### src/p2rgb_pkg.sv
package p2rgb_pkg;

    // Widths of the item fields and of the configuration port.
    localparam int unsigned CompWidth  = 16;
    localparam int unsigned ChanWidth  = 8;
    localparam int unsigned CfgIdxWidth = 2;
    localparam int unsigned CfgDataWidth = 16;

    // Configuration register indexes.
    localparam logic [CfgIdxWidth-1:0] REG_COMPONENT_FORMAT = 2'd0;
    localparam logic [CfgIdxWidth-1:0] REG_COMP_COUNT       = 2'd1;
    localparam logic [CfgIdxWidth-1:0] REG_ROW_WIDTH        = 2'd2;

    // Component count codes that select a special path; all others pass through.
    localparam logic [2:0] COUNT_GREY = 3'd1;
    localparam logic [2:0] COUNT_RG   = 3'd2;
    localparam logic [2:0] COUNT_RGBA = 3'd4;

    // Reset values of the configuration registers.
    localparam logic       FORMAT_RESET    = 1'b0;
    localparam logic [2:0] COUNT_RESET     = 3'd3;
    localparam logic [15:0] ROW_WIDTH_RESET = 16'd1;

    // Q0.17 checkerboard weights per color, held in 16 bits.
    localparam logic [15:0] K_RED   = 16'd20316;
    localparam logic [15:0] K_GREEN = 16'd34734;
    localparam logic [15:0] K_BLUE  = 16'd33423;

    // floor(v/257) for 16-bit v equals (v * 65281) >> 24.
    localparam logic [16:0] RECIP_257 = 17'd65281;
    // floor(m/255) for m below 132626 equals (m * 131587) >> 25.
    localparam logic [17:0] RECIP_255 = 18'd131587;

    typedef struct packed {
        logic [15:0] comp0;
        logic [15:0] comp1;
        logic [15:0] comp2;
        logic [15:0] comp3;
    } pix_in_t;

    typedef struct packed {
        logic [7:0] red_out;
        logic [7:0] green_out;
        logic [7:0] blue_out;
        logic       row_end;
    } pix_out_t;

    // Side information that travels alongside a pixel through the pipeline.
    typedef struct packed {
        logic parity;
        logic row_end;
    } pix_tag_t;

endpackage

### src/pixel_to_rgb8_with_checker_alpha.sv
// Pixel to RGB8 converter with checkerboard alpha compositing.
// The s_ channel carries one pixel per request (four components, of which the
// configured count is used); the m_ channel returns one RGB8 pixel per request
// together with a flag that marks the last pixel of a row.
// The cfg_ channel writes the component format (index 0), the component count
// (index 1) and the row width (index 2); it is always ready, and writes are
// meant to happen only while no pixel is in flight. Unknown indexes are ignored.
// An accepted pixel passes the scale lane registers, then the blend sums and
// stage 2 copies, then the merge register, whose output is m_data with m_valid
// high. Throughput is one pixel per clock while m_ready keeps up: four scale
// lanes, three blend lanes and a merge register each take a new pixel every cycle.
// A synchronous low aresetn empties the pipeline, restores the register
// defaults and puts the checkerboard position at the start of an even row.
// When the receiver stalls the whole pipeline holds, and s_ready drops once
// the output register is full and m_ready is low, so nothing is lost.
module pixel_to_rgb8_with_checker_alpha (
    input  logic                 aclk,
    input  logic                 aresetn,
    input  logic                 s_valid,
    output logic                 s_ready,
    input  p2rgb_pkg::pix_in_t   s_data,
    output logic                 m_valid,
    input  logic                 m_ready,
    output p2rgb_pkg::pix_out_t  m_data,
    input  logic                 cfg_valid,
    output logic                 cfg_ready,
    input  logic [1:0]           cfg_index,
    input  logic [15:0]          cfg_data
);

    // Configuration registers.
    logic        format_reg;
    logic [2:0]  count_reg;
    logic [15:0] row_width_reg;

    // Checkerboard position.
    logic [15:0] column_reg;
    logic [15:0] column_next;
    logic        parity_reg;
    logic        parity_next;
    logic [15:0] last_col;
    logic        at_row_end;

    // Pipeline control.
    logic     adv;
    logic     v1_reg;
    logic     v2_reg;
    logic     m_valid_reg;
    p2rgb_pkg::pix_tag_t tag1_reg;
    logic     end2_reg;

    // Stage 1 channel values and stage 2 copies for the non-blended paths.
    logic [7:0] r1;
    logic [7:0] g1;
    logic [7:0] b1;
    logic [7:0] a1;
    logic [7:0] r2_reg;
    logic [7:0] g2_reg;
    logic [7:0] b2_reg;
    logic [7:0] r_blend;
    logic [7:0] g_blend;
    logic [7:0] b_blend;

    // The pipeline moves as one whenever the output register can take a pixel.
    assign adv       = !m_valid_reg || m_ready;
    assign s_ready   = adv;
    assign m_valid   = m_valid_reg;
    assign cfg_ready = 1'b1;

    always_ff @(posedge aclk) begin
        if (!aresetn) begin
            format_reg    <= p2rgb_pkg::FORMAT_RESET;
            count_reg     <= p2rgb_pkg::COUNT_RESET;
            row_width_reg <= p2rgb_pkg::ROW_WIDTH_RESET;
        end else if (cfg_valid) begin
            unique case (cfg_index)
                p2rgb_pkg::REG_COMPONENT_FORMAT: format_reg    <= cfg_data[0];
                p2rgb_pkg::REG_COMP_COUNT:       count_reg     <= cfg_data[2:0];
                p2rgb_pkg::REG_ROW_WIDTH:        row_width_reg <= cfg_data;
                default: ;
            endcase
        end
    end

    // A row ends when the column equals row_width - 1 in 16 bits, so a zero
    // width gives rows of 65536 pixels. Otherwise the column simply wraps.
    assign last_col   = row_width_reg - 16'd1;
    assign at_row_end = (column_reg == last_col);

    always_comb begin
        column_next = column_reg;
        parity_next = parity_reg;
        if (s_valid && adv) begin
            if (at_row_end) begin
                column_next = '0;
                parity_next = !parity_reg;
            end else begin
                column_next = column_reg + 16'd1;
            end
        end
    end

    always_ff @(posedge aclk) begin
        if (!aresetn) begin
            column_reg  <= '0;
            parity_reg  <= 1'b0;
            v1_reg      <= 1'b0;
            v2_reg      <= 1'b0;
            m_valid_reg <= 1'b0;
        end else begin
            column_reg <= column_next;
            parity_reg <= parity_next;
            if (adv) begin
                v1_reg      <= s_valid;
                v2_reg      <= v1_reg;
                m_valid_reg <= v2_reg;
            end
        end
    end

    always_ff @(posedge aclk) begin
        if (adv) begin
            tag1_reg.parity  <= column_reg[0] ^ parity_reg;
            tag1_reg.row_end <= at_row_end;
            end2_reg         <= tag1_reg.row_end;
            r2_reg           <= r1;
            g2_reg           <= g1;
            b2_reg           <= b1;
        end
    end

    // Stage 1: one scale lane per component.
    p2rgb_scale_lane u_scale_r (
        .aclk     (aclk),
        .en       (adv),
        .wide_fmt (format_reg),
        .comp     (s_data.comp0),
        .chan_reg (r1)
    );

    p2rgb_scale_lane u_scale_g (
        .aclk     (aclk),
        .en       (adv),
        .wide_fmt (format_reg),
        .comp     (s_data.comp1),
        .chan_reg (g1)
    );

    p2rgb_scale_lane u_scale_b (
        .aclk     (aclk),
        .en       (adv),
        .wide_fmt (format_reg),
        .comp     (s_data.comp2),
        .chan_reg (b1)
    );

    p2rgb_scale_lane u_scale_a (
        .aclk     (aclk),
        .en       (adv),
        .wide_fmt (format_reg),
        .comp     (s_data.comp3),
        .chan_reg (a1)
    );

    // Stages 2 and 3: one blend lane per color, each with its own weight.
    p2rgb_blend_lane u_blend_r (
        .aclk   (aclk),
        .en     (adv),
        .weight (p2rgb_pkg::K_RED),
        .chan   (r1),
        .alpha  (a1),
        .parity (tag1_reg.parity),
        .blend  (r_blend)
    );

    p2rgb_blend_lane u_blend_g (
        .aclk   (aclk),
        .en     (adv),
        .weight (p2rgb_pkg::K_GREEN),
        .chan   (g1),
        .alpha  (a1),
        .parity (tag1_reg.parity),
        .blend  (g_blend)
    );

    p2rgb_blend_lane u_blend_b (
        .aclk   (aclk),
        .en     (adv),
        .weight (p2rgb_pkg::K_BLUE),
        .chan   (b1),
        .alpha  (a1),
        .parity (tag1_reg.parity),
        .blend  (b_blend)
    );

    // Merge: pick the path for the configured component count and register it.
    p2rgb_merge u_merge (
        .aclk        (aclk),
        .en          (adv),
        .count       (count_reg),
        .red         (r2_reg),
        .green       (g2_reg),
        .blue        (b2_reg),
        .red_blend   (r_blend),
        .green_blend (g_blend),
        .blue_blend  (b_blend),
        .row_end     (end2_reg),
        .pix_reg     (m_data)
    );

endmodule

### src/p2rgb_scale_lane.sv
module p2rgb_scale_lane (
    input  logic        aclk,
    input  logic        en,
    input  logic        wide_fmt,
    input  logic [15:0] comp,
    output logic [7:0]  chan_reg
);

    logic [32:0] prod;
    logic [7:0]  chan_next;

    // A 16-bit value scaled by 255/65535 is the value divided by 257.
    assign prod = {17'd0, comp} * {16'd0, p2rgb_pkg::RECIP_257};

    always_comb begin
        if (wide_fmt) begin
            chan_next = prod[31:24];
        end else begin
            chan_next = comp[7:0];
        end
    end

    always_ff @(posedge aclk) begin
        if (en) begin
            chan_reg <= chan_next;
        end
    end

endmodule

### src/p2rgb_blend_lane.sv
module p2rgb_blend_lane (
    input  logic        aclk,
    input  logic        en,
    input  logic [15:0] weight,
    input  logic [7:0]  chan,
    input  logic [7:0]  alpha,
    input  logic        parity,
    output logic [7:0]  blend
);

    logic [7:0]  inv_alpha;
    logic [15:0] inv_scaled;
    logic [15:0] color_prod;
    logic [31:0] board_prod;
    logic [16:0] sum_next;
    logic [16:0] sum_reg;
    logic [34:0] quot_prod;

    // The numerator divided by 2^17 is c*a plus the truncated checker term,
    // since c*a*2^17 contributes no fraction.
    assign inv_alpha  = 8'd255 - alpha;
    assign inv_scaled = {inv_alpha, 8'd0} - {8'd0, inv_alpha};
    assign color_prod = {8'd0, chan} * {8'd0, alpha};
    assign board_prod = {16'd0, inv_scaled} * {16'd0, weight};

    always_comb begin
        if (parity) begin
            sum_next = {1'b0, color_prod} + {2'd0, board_prod[31:17]};
        end else begin
            sum_next = {1'b0, color_prod};
        end
    end

    always_ff @(posedge aclk) begin
        if (en) begin
            sum_reg <= sum_next;
        end
    end

    // Division by 255 of the registered sum.
    assign quot_prod = {18'd0, sum_reg} * {17'd0, p2rgb_pkg::RECIP_255};
    assign blend     = quot_prod[32:25];

endmodule

### src/p2rgb_merge.sv
module p2rgb_merge (
    input  logic                 aclk,
    input  logic                 en,
    input  logic [2:0]           count,
    input  logic [7:0]           red,
    input  logic [7:0]           green,
    input  logic [7:0]           blue,
    input  logic [7:0]           red_blend,
    input  logic [7:0]           green_blend,
    input  logic [7:0]           blue_blend,
    input  logic                 row_end,
    output p2rgb_pkg::pix_out_t  pix_reg
);

    p2rgb_pkg::pix_out_t pix_next;

    always_comb begin
        pix_next.row_end = row_end;
        unique case (count)
            p2rgb_pkg::COUNT_GREY: begin
                pix_next.red_out   = red;
                pix_next.green_out = red;
                pix_next.blue_out  = red;
            end
            p2rgb_pkg::COUNT_RG: begin
                pix_next.red_out   = red;
                pix_next.green_out = green;
                pix_next.blue_out  = 8'd255;
            end
            p2rgb_pkg::COUNT_RGBA: begin
                pix_next.red_out   = red_blend;
                pix_next.green_out = green_blend;
                pix_next.blue_out  = blue_blend;
            end
            default: begin
                pix_next.red_out   = red;
                pix_next.green_out = green;
                pix_next.blue_out  = blue;
            end
        endcase
    end

    always_ff @(posedge aclk) begin
        if (en) begin
            pix_reg <= pix_next;
        end
    end

endmodule

### config.mk
export PLATFORM = sky130hd
export DESIGN_NAME = pixel_to_rgb8_with_checker_alpha
export DESIGN_NICKNAME = d
export VERILOG_FILES = /design/src/p2rgb_pkg.sv /design/src/pixel_to_rgb8_with_checker_alpha.sv /design/src/p2rgb_scale_lane.sv /design/src/p2rgb_blend_lane.sv /design/src/p2rgb_merge.sv
export SDC_FILE = /design/constraint.sdc
export NUM_CORES = 2
export LEC_CHECK = 0
export BUFFER_PORTS_ARGS = -buffer_cell sky130_fd_sc_hd__buf_2
export CAP_MARGIN = 0
export CORE_MARGIN = 8
export CORE_UTILIZATION = 45
export CTS_BUF_LIST = sky130_fd_sc_hd__clkbuf_8
export DETAILED_ROUTE_END_ITERATION = 10
export GPL_ROUTABILITY_DRIVEN = 0
export PLACE_DENSITY = 0.69
export SLEW_MARGIN = 5
export SYNTH_ARGS = -nofsm -noshare
export SYNTH_HDL_FRONTEND = slang
export SYNTH_SLANG_ARGS = --single-unit
### constraint.sdc
create_clock -name aclk -period 11.6 [get_ports aclk]
set_clock_uncertainty 0.1 [all_clocks]
set_input_delay 2.9 -clock aclk [delete_from_list [all_inputs] [get_ports aclk]]
set_output_delay 2.9 -clock aclk [all_outputs]
set_load 0.02 [all_outputs]
==> metrics.md <==
| Metric | Value |
|---|---|
| Status | finished, final reports clean |
| Slowest CP cell | fa_1 |
| Die area | 109,100 µm² |
| Share of cells above drive strength 1 | 0.05979 |
| Initial antenna violation count | 7 |
| Flop2flop setup slack | about 1.6 ns |
| Wirelength, routed | 100,000 µm |
| Req. time, crit path | 11.78 ns |
| Synth Cell Area | 44,440 µm² |
| WS Path Type | register to register |
| Largest register FFs | 25 |
| Critical path arrival | 10.20 ns |
| Sink Count | 175 |
| Final setup vio count | 0 |
| Drt wl/cell | between 15 and 20 µm |
| Hold Path Depth | 0 |
| Top cells by instance count after synthesis | 1,121 x ha_1, 816 x inv_1, 627 x fa_1 |
| Vias | 30,419 |
| Max Fclk | 0.09980 GHz |
| Vias/cell | 5.302 |
| Post-CTS sizing | 0 |
| Metal3 WL | 4617 µm |
| Register area | 4856 µm² |
| Syn_nets | 6,168 |
| Hold_sp | tag1_reg[0] |
| Area share of the largest cell type after synthesis | 0.3156 |
| Starting Density | 0.4528 |
| Iteration-0 DRC Markers | 1,468 |
| CTS tree | built |
| CTS max path bufs | 2 |
| Top cells by area, synth | ha_1 32%, fa_1 28%, edfxtp_1 9.1%, inv_1 6.9%, xnor2_1 2.7% |
| Min-Delay Path Class | register to register |
| Worst-Skew Late Latency | 0.57 ns |
| Final Hold Vio Count | 0 |
| GRT Util Overall | 0.1890 |
| Met1 WL | 45,610 µm |
| Worst-Margin Slew | 1.017 ns |
| Max layer used | met4 |
| Synth warn | 0 |
| Area of the multi-input gates | 36,300 µm² |
| Max cap viols | 0 |
| Total CTS buffers | 17 |
| Pins Over Slew Limit | 0 |
| First-pass GRT wire length | roughly 170,000 µm |
| Die width | 330.3 µm |
| Largest net degree at the start of global routing | 60 |
| Worst flop-to-flop path startpoint | u_scale_a.chan_reg[2] |
| Critical path capture point type | register |
| Num ports | 115 |
| Seq/Total Area, Yosys | 0.1092 |
| Most common cell in the synthesized netlist | ha_1 |
| PortBufs | 113 |
| Nets | around 6,300 |
| Hold-fix buffers, CTS | 0 |
| #FFs+latches synth | 175 |
| Final period util | 0.8638 |
| Mean area per synthesized cell | 10.26 µm² |
| CP max FO | 32 |
| RSZ-0062 raised after global routing | no |
| CP most frequent cell | inv_1 |
| Area grow syn2layout | 5.901% |
| Post-synth top area cell | ha_1 |
| DR WL met2 | 47,670 µm |
| Min cycle time layout | 10.02 ns |
| Clk Tree Root Cell | clkbuf_8 |
| Crit path launch type | register |
| DIE HEIGHT | between 300 and 400 µm |
| Top_reg_cell synth | edfxtp_1 |
| Site Rows | 115 |
| EDFF count, synth | roughly 140 |
| Core Area | 98,130 µm² |
| DRT antenna net count | 0 |
| Total negative slack | 0 ns |
| Fill count | 8,970 |
| Hold EP | end2_reg |
| Vias in the first global route | 32,232 |
| Post-synth ARST share | 0 |
| Number of library cell types mapped by synthesis | 85 |
| CP max stage delay | 0.53 ns |
| GRT Residual Overflow | 0 |
| Reg2reg end | u_blend_g.sum_reg[15] |
| Setup Buffers After CTS | 0 |
| H-Tree Depth | 4 |
| Reg2reg path depth | 38 |
| CTS clk-pin slew, worst paths | about 0.12 ns |
| DRC | 0 |
| Slew headroom | 0.3172 |
| Synth Instances | 4,333 |
| Pre-Repair DR Iteration Count | 5 |
| Post-DP HPWL | 87,180 µm |
through the flow:
| step | hold slack [ns] | instance area (µm²) | setup slack [ns] | util | std cells |
|---|---|---|---|---|---|
| global placement | 0.3118 | 46620 | 1.970 | 0.4751 | 5704 |
| global route | 0.3492 | 47060 | 1.136 | 0.4796 | 5737 |
| detailed placement | 0.3065 | 46620 | 1.694 | 0.4751 | 5704 |
| finish | 0.3359 | 47060 | 1.580 | 0.4796 | 5737 |
| floorplan | 0.3003 | 44440 | 2.081 | - | 4333 |
| CTS | 0.3375 | 47060 | 1.666 | 0.4795 | 5736 |
cell type report:
| class | instances | area share |
|---|---|---|
| clock inverter | 15 | 0.004387 |
| sequential | 175 | 0.1032 |
| tap | 1287 | 0.03422 |
| timing repair buffer | 141 | 0.01648 |
| inverter | 819 | 0.06543 |
| multi-input combinational | 3282 | 0.7713 |
| clock buffer | 17 | 0.004972 |
| antenna | 1 | 0.00005317 |
kinds of logic after synthesis:
kind of cell             Yosys count  share of synthesized area
buffers and inverters            876                    0.07411
XOR/XNOR                         224                    0.04415
multiplexers                      62                    0.01551
adder cells (fa/ha/maj)         1752                     0.5990
other                              1                 0.00008439
AND/OR/NAND/NOR                  728                    0.08064
flip-flops                       175                     0.1092
AO/OA/AOI/OAI                    515                    0.07726
worst max-delay path by stage:
stage,startpoint,to,slack [ns],cells after the start
final,u_scale_a.chan_reg[2],u_blend_g.sum_reg[15],1.58,38
after global routing,u_scale_a.chan_reg[2],u_blend_g.sum_reg[15],1.14,36
after CTS,u_scale_a.chan_reg[2],u_blend_g.sum_reg[15],1.67,38
after detailed placement,u_scale_a.chan_reg[2],u_blend_g.sum_reg[15],1.69,38
after global placement,u_scale_a.chan_reg[2],u_blend_g.sum_reg[15],1.97,38
after floorplan,u_scale_a.chan_reg[4],u_blend_g.sum_reg[15],2.08,37
critical path, delay by kind of cell, from the launching register on:
kind	cells	cell delay [ns]
adders and majority gates	8	3.25
and+or+nand+nor	9	2.29
buffers and inverters	8	1.25
AOI/OAI and AO/OA	11	2.30
xor gates and xnor gates	2	0.23
DFF	1	0.33
metal layers:
layer  up-vias  track usage
li1      14691            -
met1     14953       0.2530
met2       642       0.3262
met3       133      0.02190
met4         0      0.04456
met5         -            0
layout by cell type (no fill, tap or decap), types with 9 or more instances in the layout:
| master | n |
|---|---|
| a211oi_1 | 21 |
| a21boi_0 | 23 |
| a21o_1 | 75 |
| a21oi_1 | 128 |
| a221oi_1 | 10 |
| a31oi_1 | 9 |
| and2_1 | 110 |
| and3_1 | 22 |
| buf_2 | 113 |
| buf_4 | 28 |
| clkbuf_8 | 17 |
| dfxtp_1 | 39 |
| edfxtp_1 | 135 |
| fa_1 | 627 |
| ha_1 | 1121 |
| inv_1 | 815 |
| mux2_2 | 55 |
| nand2_1 | 247 |
| nand2b_1 | 16 |
| nand3_1 | 41 |
| nand4_1 | 27 |
| nor2_1 | 129 |
| nor2b_1 | 29 |
| nor3_1 | 38 |
| o21a_1 | 16 |
| o21ai_0 | 106 |
| o21bai_1 | 13 |
| o22ai_1 | 9 |
| o31ai_1 | 9 |
| or2_2 | 16 |
| or3_1 | 17 |
| xnor2_1 | 136 |
| xor2_1 | 88 |
Power is left out: the tool's default activity adds up to more than one toggle a clock period on the data nets, which glitch-free logic cannot reach.
